[src/rps_pkg.sv]
// Shared types and constants for the rectangle partition slicer.
`timescale 1ns / 1ps
package rps_pkg;

   localparam int COORD_WIDTH    = 16;
   localparam int PIECE_COUNT    = 5;
   localparam int CSR_ADDR_WIDTH = 3;

   // Piece slots, in output order
   localparam int PIECE_TOP    = 0;
   localparam int PIECE_BOTTOM = 1;
   localparam int PIECE_LEFT   = 2;
   localparam int PIECE_RIGHT  = 3;
   localparam int PIECE_INSIDE = 4;

   // Configuration register indexes
   localparam logic [CSR_ADDR_WIDTH-1:0] CSR_PART_LEFT   = 3'd0;
   localparam logic [CSR_ADDR_WIDTH-1:0] CSR_PART_TOP    = 3'd1;
   localparam logic [CSR_ADDR_WIDTH-1:0] CSR_PART_RIGHT  = 3'd2;
   localparam logic [CSR_ADDR_WIDTH-1:0] CSR_PART_BOTTOM = 3'd3;
   localparam logic [CSR_ADDR_WIDTH-1:0] CSR_KEEP_INSIDE = 3'd4;

   typedef logic signed [COORD_WIDTH-1:0] coord_type;

   localparam coord_type COORD_ONE = coord_type'(1);

   typedef struct packed {
      coord_type left;
      coord_type top;
      coord_type right;
      coord_type bottom;
   } rect_type;

   typedef struct packed {
      rect_type [PIECE_COUNT-1:0] rect;
      logic     [PIECE_COUNT-1:0] valid;
   } piece_set_type;

endpackage

[src/rectangle_partition_slicer_top.sv]
// An accepted item is registered in the input register; its pieces go out through
// the result register. Throughput: one piece per cycle while rsp_ready holds; an
// item holds the input register until its last piece loads (released at once when
// it yields none), so items that miss the partition flow at one per cycle too. The
// single input register and the one-piece result register set that figure.
// Reset: synchronous, active high; clears valids, partition to 0, keep_inside to 1.
`timescale 1ns / 1ps
module rectangle_partition_slicer_top
   import rps_pkg::*;
(
   input  logic                      clock,
   input  logic                      reset,
   input  logic                      csr_valid,
   output logic                      csr_ready,
   input  logic [CSR_ADDR_WIDTH-1:0] csr_index,
   input  logic [COORD_WIDTH-1:0]    csr_data,
   input  logic                      req_valid,
   output logic                      req_ready,
   input  coord_type                 req_in_left,
   input  coord_type                 req_in_top,
   input  coord_type                 req_in_right,
   input  coord_type                 req_in_bottom,
   output logic                      rsp_valid,
   input  logic                      rsp_ready,
   output coord_type                 rsp_out_left,
   output coord_type                 rsp_out_top,
   output coord_type                 rsp_out_right,
   output coord_type                 rsp_out_bottom,
   output logic                      rsp_is_inside,
   output logic                      rsp_last_piece
);

   rect_type      part_ff, part_in;
   logic          keep_ff, keep_in;
   rect_type      item_ff;
   logic          item_valid_ff, item_valid_in;
   logic          item_done;
   logic          req_accept;
   piece_set_type pieces;

   assign csr_ready  = 1'b1;
   assign req_ready  = !item_valid_ff || item_done;
   assign req_accept = req_valid && req_ready;

   always_comb begin
      part_in = part_ff;
      keep_in = keep_ff;
      if (csr_valid) begin
         case (csr_index)
            CSR_PART_LEFT:   part_in.left   = coord_type'(csr_data);
            CSR_PART_TOP:    part_in.top    = coord_type'(csr_data);
            CSR_PART_RIGHT:  part_in.right  = coord_type'(csr_data);
            CSR_PART_BOTTOM: part_in.bottom = coord_type'(csr_data);
            CSR_KEEP_INSIDE: keep_in        = csr_data[0];
            default:         ;
         endcase
      end
      item_valid_in = req_accept || (item_valid_ff && !item_done);
   end

   always_ff @(posedge clock) begin
      if (reset) begin
         part_ff       <= '0;
         keep_ff       <= 1'b1;
         item_valid_ff <= 1'b0;
      end else begin
         part_ff       <= part_in;
         keep_ff       <= keep_in;
         item_valid_ff <= item_valid_in;
      end
   end

   always_ff @(posedge clock) begin
      if (req_accept) begin
         item_ff <= '{left: req_in_left, top: req_in_top, right: req_in_right,
                      bottom: req_in_bottom};
      end
   end

   rps_cut u_cut (
      .item_rect   (item_ff),
      .part_rect   (part_ff),
      .keep_inside (keep_ff),
      .pieces      (pieces)
   );

   rps_emit u_emit (
      .clock          (clock),
      .reset          (reset),
      .item_valid     (item_valid_ff),
      .pieces         (pieces),
      .item_done      (item_done),
      .rsp_valid      (rsp_valid),
      .rsp_ready      (rsp_ready),
      .rsp_out_left   (rsp_out_left),
      .rsp_out_top    (rsp_out_top),
      .rsp_out_right  (rsp_out_right),
      .rsp_out_bottom (rsp_out_bottom),
      .rsp_is_inside  (rsp_is_inside),
      .rsp_last_piece (rsp_last_piece)
   );

endmodule

[src/rps_cut.sv]
// Combinational cut of one rectangle against the partition into up to five pieces.
`timescale 1ns / 1ps
module rps_cut
   import rps_pkg::*;
(
   input  rect_type      item_rect,
   input  rect_type      part_rect,
   input  logic          keep_inside,
   output piece_set_type pieces
);

   coord_type il, it, ir, ib;
   coord_type l, t, r, b;
   coord_type pl, pt, pr, pb;
   coord_type rem_l, rem_t, rem_r, rem_b;
   logic      overlap;

   always_comb begin
      l  = item_rect.left;
      t  = item_rect.top;
      r  = item_rect.right;
      b  = item_rect.bottom;
      pl = part_rect.left;
      pt = part_rect.top;
      pr = part_rect.right;
      pb = part_rect.bottom;

      il = (l > pl) ? l : pl;
      ir = (r < pr) ? r : pr;
      it = (t > pt) ? t : pt;
      ib = (b < pb) ? b : pb;
      overlap = (il <= ir) && (it <= ib);

      // Remainder after each cut equals the intersection edge
      rem_t = it;
      rem_b = ib;
      rem_l = il;
      rem_r = ir;

      pieces.rect[PIECE_TOP]    = '{left: l, top: t, right: r, bottom: coord_type'(pt - COORD_ONE)};
      pieces.rect[PIECE_BOTTOM] = '{left: l, top: coord_type'(pb + COORD_ONE), right: r, bottom: b};
      pieces.rect[PIECE_LEFT]   = '{left: l, top: rem_t, right: coord_type'(pl - COORD_ONE),
                                    bottom: rem_b};
      pieces.rect[PIECE_RIGHT]  = '{left: coord_type'(pr + COORD_ONE), top: rem_t, right: r,
                                    bottom: rem_b};
      pieces.rect[PIECE_INSIDE] = '{left: rem_l, top: rem_t, right: rem_r, bottom: rem_b};

      pieces.valid[PIECE_TOP]    = overlap && (t < pt);
      pieces.valid[PIECE_BOTTOM] = overlap && (b > pb);
      pieces.valid[PIECE_LEFT]   = overlap && (l < pl);
      pieces.valid[PIECE_RIGHT]  = overlap && (r > pr);
      pieces.valid[PIECE_INSIDE] = overlap && keep_inside;

      // No overlap: pass the item through whole in the first slot
      if (!overlap) begin
         pieces.rect[PIECE_TOP]  = item_rect;
         pieces.valid[PIECE_TOP] = 1'b1;
      end
   end

endmodule

[src/rps_emit.sv]
// Piece sequencer and result register: walks the valid pieces of one item in order.
`timescale 1ns / 1ps
module rps_emit
   import rps_pkg::*;
(
   input  logic          clock,
   input  logic          reset,
   input  logic          item_valid,
   input  piece_set_type pieces,
   output logic          item_done,
   output logic          rsp_valid,
   input  logic          rsp_ready,
   output coord_type     rsp_out_left,
   output coord_type     rsp_out_top,
   output coord_type     rsp_out_right,
   output coord_type     rsp_out_bottom,
   output logic          rsp_is_inside,
   output logic          rsp_last_piece
);

   logic [PIECE_COUNT-1:0] sent_ff, sent_in;
   logic [PIECE_COUNT-1:0] pend, first;
   logic                   rsp_valid_ff, rsp_valid_in;
   rect_type               rect_ff, rect_in;
   logic                   inside_ff, inside_in;
   logic                   last_ff, last_in;
   logic                   load_ok, last, any;

   always_comb begin
      pend    = item_valid ? (pieces.valid & ~sent_ff) : '0;
      first   = pend & (~pend + 1'b1);
      any     = (pend != '0);
      last    = ((pend & ~first) == '0);
      load_ok = !rsp_valid_ff || rsp_ready;

      // Release the item on its final piece, or at once if it has none
      item_done = item_valid && (!any || (load_ok && last));

      rect_in = rect_ff;
      for (int i = 0; i < PIECE_COUNT; i++) begin
         if (first[i]) begin
            rect_in = pieces.rect[i];
         end
      end
      inside_in = first[PIECE_INSIDE];
      last_in   = last;

      if (item_done) begin
         sent_in = '0;
      end else if (load_ok && any) begin
         sent_in = sent_ff | first;
      end else begin
         sent_in = sent_ff;
      end

      rsp_valid_in = load_ok ? any : rsp_valid_ff;
   end

   always_ff @(posedge clock) begin
      if (reset) begin
         sent_ff      <= '0;
         rsp_valid_ff <= 1'b0;
      end else begin
         sent_ff      <= sent_in;
         rsp_valid_ff <= rsp_valid_in;
      end
   end

   always_ff @(posedge clock) begin
      if (load_ok && any) begin
         rect_ff   <= rect_in;
         inside_ff <= inside_in;
         last_ff   <= last_in;
      end
   end

   assign rsp_valid      = rsp_valid_ff;
   assign rsp_out_left   = rect_ff.left;
   assign rsp_out_top    = rect_ff.top;
   assign rsp_out_right  = rect_ff.right;
   assign rsp_out_bottom = rect_ff.bottom;
   assign rsp_is_inside  = inside_ff;
   assign rsp_last_piece = last_ff;

endmodule

[config.mk]
export PLATFORM = sky130hd
export DESIGN_NAME = rectangle_partition_slicer_top
export DESIGN_NICKNAME = d
export VERILOG_FILES = /design/src/rps_pkg.sv /design/src/rectangle_partition_slicer_top.sv /design/src/rps_cut.sv /design/src/rps_emit.sv
export SDC_FILE = /design/constraint.sdc
export NUM_CORES = 1
export LEC_CHECK = 0
export BUFFER_PORTS_ARGS = -buffer_cell sky130_fd_sc_hd__buf_4
export CAP_MARGIN = 15
export CORE_MARGIN = 2
export CORE_UTILIZATION = 42
export CTS_BUF_LIST = sky130_fd_sc_hd__clkbuf_8
export DETAILED_ROUTE_END_ITERATION = 8
export GPL_TIMING_DRIVEN = 0
export PLACE_DENSITY = 0.63
export SLEW_MARGIN = 5
export SYNTH_ARGS = -nofsm -noshare
export SYNTH_HDL_FRONTEND = slang
export SYNTH_SLANG_ARGS = --single-unit
[constraint.sdc]
create_clock -name clock -period 10.8 [get_ports clock]
set_clock_uncertainty 0.1 [all_clocks]
set_input_delay 2.16 -clock clock [delete_from_list [all_inputs] [get_ports clock]]
set_output_delay 2.16 -clock clock [all_outputs]
set_load 0.01 [all_outputs]
==> out/qor.csv, run 1 <==
metric,value,unit
status,finished clean,
vias,9720,
Fin. Hold Viols,0,
"critical path fanouts, max",10,
number of antenna repair diodes,0,
cts bufs inserted,37,
fmax,111,MHz
worst hold path depth,2,
Layout area overhead,20.4,%
PortBufs,154,
CP Data Arrival Time,6.76,ns
CTS Hold Bufs,0,
Critical Path RT,8.54,ns
Post-CTS Setup Inserts,0,
RSZ-0062 raised after global routing,false,
Cell Pwr Density,138,nW/µm²
Max Slew Vio Count,0,
largest stage delay on the critical path,0.61,ns
Synth cell types,62,
CP Class,register to primary output,
GRT overflow,0,
synthesis warning total,0,
ANT nets after route,0,
Die X,174,µm
reg2reg end,u_emit.rsp_out_top[15],
cts repair resizes,0,
Final GP Congestion,0.946,
All-Layer GR Usage,23.0,%
"commonest non-fill, non-tap cells in the layout","nand2_1 (188), buf_4 (157), edfxtp_1 (130)",
DRC viols,0,
period utilisation layout,83.5,%
CP Capture Type,primary output,
# Max-Cap Violations,0,
Sink Count,202,
Cell Rows,62,
Synth Area per Inst,10.2,µm²
root buf cell,clkbuf_8,
"flops & latches, synth",202,
relative max-transition margin,32.8,%
Core Box Area,28600,µm²
part of the Yosys area used for sequential elements,43.8,%
routed vias/inst,5.40,
VDD IR max,0.0000821,V
die area,30400,µm²
register-to-register setup slack,3.43,ns
startpoint types,register,
R2R depth,21,
Initial Util,42.6,%
"commonest non-fill, non-tap cell in the layout",nand2_1,
share of layout cells above drive strength 1,22.3,%
slew at the pin closest to its max-slew limit,1.00,ns
Worst Hold Class,register to register,
vias in the first global route,9864,
DP HPWL,27200,µm
largest net degree at the start of global routing,37,
Hold Path End,part_ff[47],
nets@finish,1575,
Wirelength per Cell,19.4,µm
die height,174,µm
post-layout util,51.3,%
Static Leakage,0.00572,µW
first-pass GRT wire length,53900,µm
min-delay src,part_ff[47],
Max Buffers Root-to-Sink,3,
TritonCTS clock tree,done,
worst skew pair latency,0.55,ns
initial antenna violation count,0,
Final setup viols,0,
"CTS clk-pin slew, worst paths",0.06,ns
critical path's slowest cell,nor4_1,
CP Depth,20,
Max H-tree Level,2,
FF-to-FF Start,part_ff[31],
I/O pin count,157,
drt initial violations,693,
WL final,35000,µm
Period minus WS final,9.02,ns
syn_nets,1379,
Post-synth EDFFs,130,
first-pass iteration count of the detailed router,5,
top_reg_cell synth,edfxtp_1,
Synth async-reset ratio,0,%
"CP delay by family, top",simple AND/OR/NAND/NOR gates,
critical-path cell list,ha_1 > nand4_2 > nor2_1 > or3_1 > nor4_1 > o21bai_1 > clkbuf_1 > buf_2 > mux2i_1 > ha_1 > and4_1 > nand4_1 > a21oi_1 > nor2_1 > and3_1 > o32a_1 > clkbuf_1 > o211a_1 > o211ai_2 > buf_4,
post-synthesis cell count,1191,
"Cell Area, Synth",12200,µm²
Bufs and invs on worst path,4,
setup tns final,0,ns
-- layout make-up --
class | instances | area (µm²)
fill | 2611 | 13900
tap | 384 | 480
timing repair buffer | 157 | 1220
multi-input combinational | 861 | 6340
inverter | 79 | 297
buffer | 49 | 229
clock buffer | 44 | 606
sequential | 202 | 5350
clock inverter | 23 | 171
-- state kept, by name, indices dropped and copies added (netlist names), 5 cells and up --
name                   count
item_ff                   64
u_emit.rsp_out_left       16
u_emit.rsp_out_right      16
u_emit.sent_ff             5
u_emit.rsp_out_bottom     16
u_emit.rsp_out_top        16
part_ff                   64
-- kinds of logic (layout without fill, tap and decap cells) --
family	after synthesis	count (layout)	share of synthesized area (%)
simple gates	352	352	13.4
flops	202	202	43.8
mux	180	180	16.0
compound gates	173	173	8.24
buf+inv	128	352	4.31
fa+ha+maj	102	102	10.4
xor+xnor	53	53	3.81
other cells	1	1	0.0307
-- report_power, final --
group / switching, µW / total [µW] / internal (µW)
logic: 203 / 367 / 164
clock network: 318 / 758 / 440
registers: 27.6 / 897 / 869
-- worst min-delay path, delay by kind of cell (launching register included) --
family | cells | cell delay (ns)
flops | 1 | 0.32
compound gates | 1 | 0.05
simple gates | 1 | 0.05
-- Yosys cell counts (14+ instances only) --
library cell / instances / share of area [%]
nand4_1: 18 / 0.92
mux2_2: 67 / 6.2
inv_1: 79 / 2.4
o21ai_0: 32 / 1.3
nand2_1: 188 / 5.8
a21oi_1: 95 / 3.9
mux2i_1: 99 / 8.1
edfxtp_1: 130 / 32
nand3_1: 33 / 1.4
dfxtp_1: 72 / 12
clkbuf_1: 31 / 0.95
nor2_1: 36 / 1.1
nor3_1: 18 / 0.74
xnor2_1: 49 / 3.5
ha_1: 100 / 10
mux2_4: 14 / 1.7
-- metrics by stage --
step                worst slack [ns]  hold WS [ns]  std cells  power [µW]  instance area (µm²)
floorplan                       3.15         0.336       1191        1130                12200
global placement               0.298         0.345       1729        1270                13800
detailed placement              2.37         0.361       1732        1280                13900
CTS                             1.78         0.368       1799        2040                14700
global route                    1.46         0.380       1799        2110                14700
finish                          1.78         0.369       1799        2020                14700
-- per-layer routing --
| layer | vias up | global-route usage (%) | share of wire [%] |
|---|---|---|---|
| li1 | 4691 | - | - |
| met3 | 81 | 3.74 | 5.3 |
| met4 | 0 | 9.24 | 3.5 |
| met5 | - | 0 | 0 |
| met1 | 4637 | 29.2 | 44 |
| met2 | 311 | 39.1 | 48 |
-- how the worst max path moves through the flow --
stage                               end  slack, ns         from
6_report                      req_ready       1.78  item_ff[15]
3_5_place_dp                  req_ready       2.37  item_ff[15]
5_1_grt                       req_ready       1.46  item_ff[15]
3_3_place_gp    u_emit.rsp_out_left[14]       0.30  part_ff[31]
2_1_floorplan  u_emit.rsp_out_bottom[0]       3.15  part_ff[23]
4_1_cts                       req_ready       1.78  item_ff[15]
No activity file was read; power rests on OpenSTA's default activity.
==> run 2, diff against run 1 <==
==> constraint.sdc (replaced) <==
create_clock -name clock -period 8.4 [get_ports clock]
set_clock_uncertainty 0.1 [all_clocks]
set_input_delay 1.68 -clock clock [delete_from_list [all_inputs] [get_ports clock]]
set_output_delay 1.68 -clock clock [all_outputs]
set_load 0.01 [all_outputs]
==> run 2 against run 1 <==
Worst hold slack improved by 0.0012 ns; sequential power increased by 28%; sequential share of layout area decreased by 0.062 points; global-route usage about the same; flip-flop and latch count unchanged; final area increased by 0.17%; count of clock-buffer cells in the layout unchanged; register-to-register slack got worse by 1.9 ns; highest routed layer unchanged.
==> out/qor.csv, run 2 (synthesis gave the netlist of run 1 again) <==
metric,value,unit,change
status,finished clean,,
Core Box Area,28600,µm²,unchanged
"critical path fanouts, max",10,,unchanged
footprint of the multi-input gates,6360,µm²,+0.34%
I/O pin count,157,,unchanged
root buf cell,clkbuf_8,,
Max Buffers Root-to-Sink,3,,unchanged
CP Data Arrival Time,6.26,ns,-0.50 ns
GRT overflow,0,,unchanged
Final GP Congestion,0.946,,unchanged
RSZ-0062 raised after global routing,false,,
"CP delay by family, top",compound AO/OA/AOI/OAI gates,,
first-pass GRT wire length,53900,µm,about the same
critical path's slowest cell,dfxtp_1,,
Worst Hold Class,register to register,,
fmax,124,MHz,
worst hold path depth,2,,unchanged
met1 Use GR,29.2,%,unchanged
biggest regs,"item_ff x64, part_ff x64",,
All-Layer GR Usage,23.0,%,about the same
vias,9733,,+0.13%
post-layout util,51.4,%,+0.087 points
Post-CTS Setup Inserts,0,,unchanged
share of layout cells above drive strength 1,22.9,%,+0.67 points
TritonCTS clock tree,done,,
Sink Count,202,,unchanged
CP Capture Type,primary output,,
Die X,174,µm,unchanged
relative max-transition margin,36.0,%,+3.2 points
"commonest non-fill, non-tap cells in the layout","nand2_1 (188), buf_4 (157), edfxtp_1 (130)",,
first-pass iteration count of the detailed router,5,,unchanged
slew at the pin closest to its max-slew limit,0.952,ns,-0.0477 ns
routed vias/inst,5.42,,+0.25%
die area,30400,µm²,unchanged
PortBufs,154,,unchanged
reg2reg end,u_emit.rsp_out_top[15],,
"CTS clk-pin slew, worst paths",0.06,ns,about the same
"commonest non-fill, non-tap cell in the layout",nand2_1,,
largest stage delay on the critical path,0.40,ns,-0.21 ns
nets@finish,1573,,-0.13%
Wirelength per Cell,19.5,µm,+0.43%
# Max-Cap Violations,0,,unchanged
Fin. Hold Viols,0,,unchanged
GRT busiest layer,met2,,
startpoint types,register,,
cell count after placement,1732,,unchanged
die height,174,µm,unchanged
DRC viols,0,,unchanged
period utilisation layout,95.7,%,
critical-path cell list,inv_1 > ha_1 > and4_1 > nand2_1 > a221oi_1 > nor2_1 > nand2_1 > o22ai_1 > nor2_2 > clkbuf_2 > mux2_2 > ha_1 > and3_1 > and3_1 > o21ai_0 > o31a_1 > mux2i_1 > o32a_1 > clkbuf_1 > o211a_1 > o211ai_2 > buf_4,,
largest net degree at the start of global routing,37,,unchanged
Final setup viols,0,,unchanged
Period minus WS final,8.04,ns,
register area,5350,µm²,unchanged
FF-to-FF Start,part_ff[63],,
Bufs and invs on worst path,4,,unchanged
Cell Rows,62,,unchanged
Static Leakage,0.00573,µW,+0.26%
cts bufs inserted,37,,unchanged
Initial Util,42.6,%,unchanged
initial antenna violation count,0,,unchanged
VDD IR max,0.000106,V,+29%
M2 GR Usage,39.1,%,about the same
min-delay src,part_ff[47],,
DP HPWL,27200,µm,unchanged
final cell count without fillers,1797,,-0.11%
number of antenna repair diodes,0,,unchanged
register-to-register setup slack,1.49,ns,-1.94 ns
Max H-tree Level,2,,unchanged
met3 usage,3.74,%,unchanged
vias in the first global route,9874,,+0.10%
Max Slew Vio Count,0,,unchanged
WL final,35100,µm,+0.32%
Fillers,2606,,-0.19%
CP Class,register to primary output,,
Critical Path RT,6.62,ns,-1.92 ns
Layout area overhead,20.6,%,
R2R depth,22,,+4.8%
worst skew pair latency,0.55,ns,about the same
Cell Pwr Density,177,nW/µm²,+29%
drt initial violations,672,,-3.0%
Hold Path End,part_ff[47],,
ANT nets after route,0,,unchanged
run 2: cell count changes in the layout (fill, tap and decap cells not counted), sizes merged:
| cell | previous run | this run |
|---|---|---|
| buf | 175 | 173 |
run 2: how the worst max path moves through the flow:
stage                                     endpoint  slack (ns)  cells after the start   startpoint
after global routing                     req_ready        0.03                     20  part_ff[31]
after detailed placement                 req_ready        0.45                     20  item_ff[15]
final                                    req_ready        0.36                     22  part_ff[63]
after floorplan           u_emit.rsp_out_bottom[0]        0.75                     20  part_ff[23]
after global placement     u_emit.rsp_out_left[14]       -2.10                     21  part_ff[31]
after CTS                                req_ready        0.08                     22  part_ff[63]
run 2: power breakdown:
| group | total [µW] | switching [µW] | leakage [µW] | internal (µW) |
|---|---|---|---|---|
| clock network | 978 | 411 | 0.000442 | 566 |
| registers | 1150 | 35.8 | 0.00183 | 1120 |
| logic | 475 | 262 | 0.00347 | 212 |
| total | 2610 | 710 | 0.00573 | 1900 |
run 2: area by class of cell:
cell class / count / share of cell area, %
inverter: 79 / 2.02
multi-input combinational: 861 / 43.2
tap: 384 / 3.27
clock inverter: 23 / 1.17
sequential: 202 / 36.3
timing repair buffer: 157 / 8.27
buffer: 47 / 1.58
clock buffer: 44 / 4.12
run 2: timing repair:
item,CTS,global route
hold buffers,0,0
endpoints found under the setup margin,1,1
endpoints found under the hold margin,0,0
gates resized for setup,1,14
run 2: through the flow:
step,hold WS [ns],power [µW],cell area [µm²],setup slack [ns],setup TNS [ns]
detailed placement,0.361,1640,13900,0.449,0
floorplan,0.336,1460,12200,0.748,0
global placement,0.345,1630,13800,-2.10,-162.33
CTS,0.368,2620,14700,0.0775,0
global route,0.380,2720,14700,0.0267,0
finish,0.371,2610,14700,0.364,0
run 2: routing by layer:
layer,up-vias,share of wire (%)
met5,-,0
met1,4653,44
li1,4695,-
met3,85,5.1
met2,300,48
met4,0,3.6
run 2: tightest hold or removal path: stages, from the launching register on:
cell     delay, ns
dfxtp_1       0.32
nand2_1       0.05
a21oi_1       0.05
==> run 3, diff against run 2 <==
--- a/config.mk
+++ b/config.mk
@@ -7,12 +7,12 @@
 export LEC_CHECK = 0
 export BUFFER_PORTS_ARGS = -buffer_cell sky130_fd_sc_hd__buf_4
 export CAP_MARGIN = 15
-export CORE_MARGIN = 2
+export CORE_MARGIN = 1.5
 export CORE_UTILIZATION = 42
 export CTS_BUF_LIST = sky130_fd_sc_hd__clkbuf_8
 export DETAILED_ROUTE_END_ITERATION = 8
 export GPL_TIMING_DRIVEN = 0
-export PLACE_DENSITY = 0.63
+export PLACE_DENSITY_LB_ADDON = 0.12
 export SLEW_MARGIN = 5
 export SYNTH_ARGS = -nofsm -noshare
 export SYNTH_HDL_FRONTEND = slang
==> run 3 against run 2 <==
Critical path depth down 2; fmax fell by 1.1%; count of clock-buffer cells in the layout down 4; global-route usage shrank 0.062 points; core utilization decreased by 0.31 points.
==> out/qor.csv, run 3 (synthesis gave the netlist of run 1 again) <==
metric,value,unit,change
Seq pwr share,45.8,%,+1.5 points
Critical Path RT,6.62,ns,about the same
Max Buffers Root-to-Sink,3,,unchanged
vias,9459,,-2.8%
"CTS clk-pin slew, worst paths",0.06,ns,about the same
Die X,173,µm,-0.57%
relative max-transition margin,39.1,%,+3.2 points
I/O pin count,157,,unchanged
first-pass iteration count of the detailed router,5,,unchanged
Core Box Area,28600,µm²,unchanged
biggest regs,"item_ff x64, part_ff x64",,
critical-path cell list,clkbuf_1 > inv_1 > ha_1 > a2111oi_0 > o221a_2 > o21ai_0 > mux2_2 > clkbuf_4 > mux2i_1 > ha_1 > and3_1 > and3_1 > o21ai_0 > o31a_1 > mux2i_1 > o32a_1 > clkbuf_1 > nand3_1 > o211ai_4 > buf_4,,
critical path's slowest cell,a2111oi_0,,
vias in the first global route,9681,,-2.0%
Final setup viols,0,,unchanged
# Max-Cap Violations,0,,unchanged
root buf cell,clkbuf_8,,
Max Slew Vio Count,0,,unchanged
post-layout util,51.1,%,-0.31 points
TritonCTS clock tree,done,,
Fin. Hold Viols,0,,unchanged
Cell Rows,62,,unchanged
post-place instance area,13900,µm²,about the same
largest net degree at the start of global routing,34,,-8.1%
Post-CTS Setup Inserts,0,,unchanged
All-Layer GR Usage,22.9,%,-0.062 points
Fillers,2649,,+1.7%
Static Leakage,0.00571,µW,-0.41%
"commonest non-fill, non-tap cells in the layout","nand2_1 (188), buf_4 (157), edfxtp_1 (130)",,
CP Class,register to primary output,,
Sink Count,202,,unchanged
share of layout cells above drive strength 1,22.3,%,-0.66 points
"commonest non-fill, non-tap cell in the layout",nand2_1,,
VDD IR max,0.0000997,V,-5.8%
die height,173,µm,-0.57%
Layout area overhead,19.8,%,
period utilisation layout,96.8,%,+1.1 points
initial antenna violation count,0,,unchanged
first-pass GRT wire length,53200,µm,-1.3%
Wirelength per Cell,19.2,µm,-1.5%
PortBufs,154,,unchanged
cts bufs inserted,36,,-2.7%
switch share,27.5,%,+0.29 points
routed vias/inst,5.27,,-2.7%
number of antenna repair diodes,0,,unchanged
CP Capture Type,primary output,,
CTS Hold Bufs,0,,unchanged
"critical path fanouts, max",10,,unchanged
GRT overflow,0,,unchanged
startpoint types,register,,
fin area,14600,µm²,-0.61%
combinational power share,18.7,%,+0.5 points
DP HPWL,26900,µm,-1.0%
Internal,1820,µW,-3.8%
net switching power,692,µW,-2.4%
CP Data Arrival Time,6.35,ns,+0.09 ns
clock network fraction of total power,35.5,%,-2.0 points
slew at the pin closest to its max-slew limit,0.905,ns,-0.0469 ns
drt initial violations,566,,-16%
largest stage delay on the critical path,0.51,ns,+0.11 ns
Period minus WS final,8.13,ns,+0.0934 ns
Initial Util,42.6,%,unchanged
RSZ-0062 raised after global routing,false,,
status,finished clean,,
worst skew pair latency,0.53,ns,-0.02 ns
Max H-tree Level,2,,unchanged
ANT nets after route,0,,unchanged
Cell Pwr Density,172,nW/µm²,-2.9%
die area,30100,µm²,-1.1%
Worst Hold Class,register to register,,
nets@finish,1574,,+0.064%
fmax,123,MHz,-1.1%
WL final,34500,µm,-1.7%
Final GP Congestion,0.886,,-6.4%
DRC viols,0,,unchanged
[run 3: changes by cell type in the layout (fill, tap and decap cells not counted), moves of 2 or more]
cell | before | now
clkbuf_8 | 44 | 40
inv_1 | 92 | 96
nor4_1 | 7 | 10
nor4_2 | 4 | 1
buf_2 | 10 | 12
clkinv_2 | 2 | 0
[run 3: stage by stage]
step	total power, µW	worst slack (ns)	TNS (ns)	instances	hold WS (ns)
CTS	2550	0.0428	0	1794	0.365
detailed placement	1640	0.508	0	1733	0.358
global route	2640	0.0633	0	1794	0.399
finish	2520	0.271	0	1794	0.367
floorplan	1460	0.748	0	1191	0.336
global placement	1630	-2.23	-172.93	1729	0.347
[run 3: final timing paths]
kind                                   from                    end  slack [ns]  depth (start not counted)
worst max-delay path            part_ff[22]              req_ready        0.27                         20
worst min-delay path            part_ff[47]            part_ff[47]        0.37                          2
worst max register to register  part_ff[22]  u_emit.rsp_out_top[7]        1.51                         21
worst min register to register  part_ff[47]            part_ff[47]        0.37                          2
[run 3: power by group through the flow]
stage | Combinational, µW | Clock [µW] | Sequential [µW]
finish | 470 | 894 | 1150
global route | 517 | 969 | 1160
CTS | 470 | 925 | 1150
detailed placement | 466 | 0 | 1170
global placement | 459 | 0 | 1180
floorplan | 287 | 0 | 1170
[run 3: layout make-up]
class | instances | area [µm²] | share of cell area (%)
Timing Repair Buffer | 158 | 1220 | 8.35
Inverter | 79 | 297 | 2.03
Clock buffer | 40 | 551 | 3.77
Clock inverter | 22 | 135 | 0.924
Tap cell | 384 | 480 | 3.29
Sequential cell | 202 | 5350 | 36.6
Multi-Input combinational cell | 861 | 6350 | 43.5
Buffer | 48 | 234 | 1.60
[run 3: repair_timing]
item                                    CTS  global route
gates resized for setup                   3             9
pin swaps                                 0             0
endpoints found under the setup margin    1             1
cloned                                    0             0
[run 3: worst max-delay path, delay by kind of cell (launching register included)]
family / cells / cell delay [ns]
flip-flops: 1 / 0.31
adder cells (fa/ha/maj): 2 / 0.51
AND/OR/NAND/NOR: 3 / 0.60
AO/OA/AOI/OAI: 7 / 1.89
buffers and inverters: 5 / 1.35
multiplexers: 3 / 1.16
[run 3: per-layer routing]
layer  GRT usage, %  vias up  part of all wire [%]
li1               -     4676                     -
met1           28.2     4471                    43
met2           40.5      237                    49
met3           3.33       75                   4.1
met4           8.99        0                   3.5
met5              0        -                     0
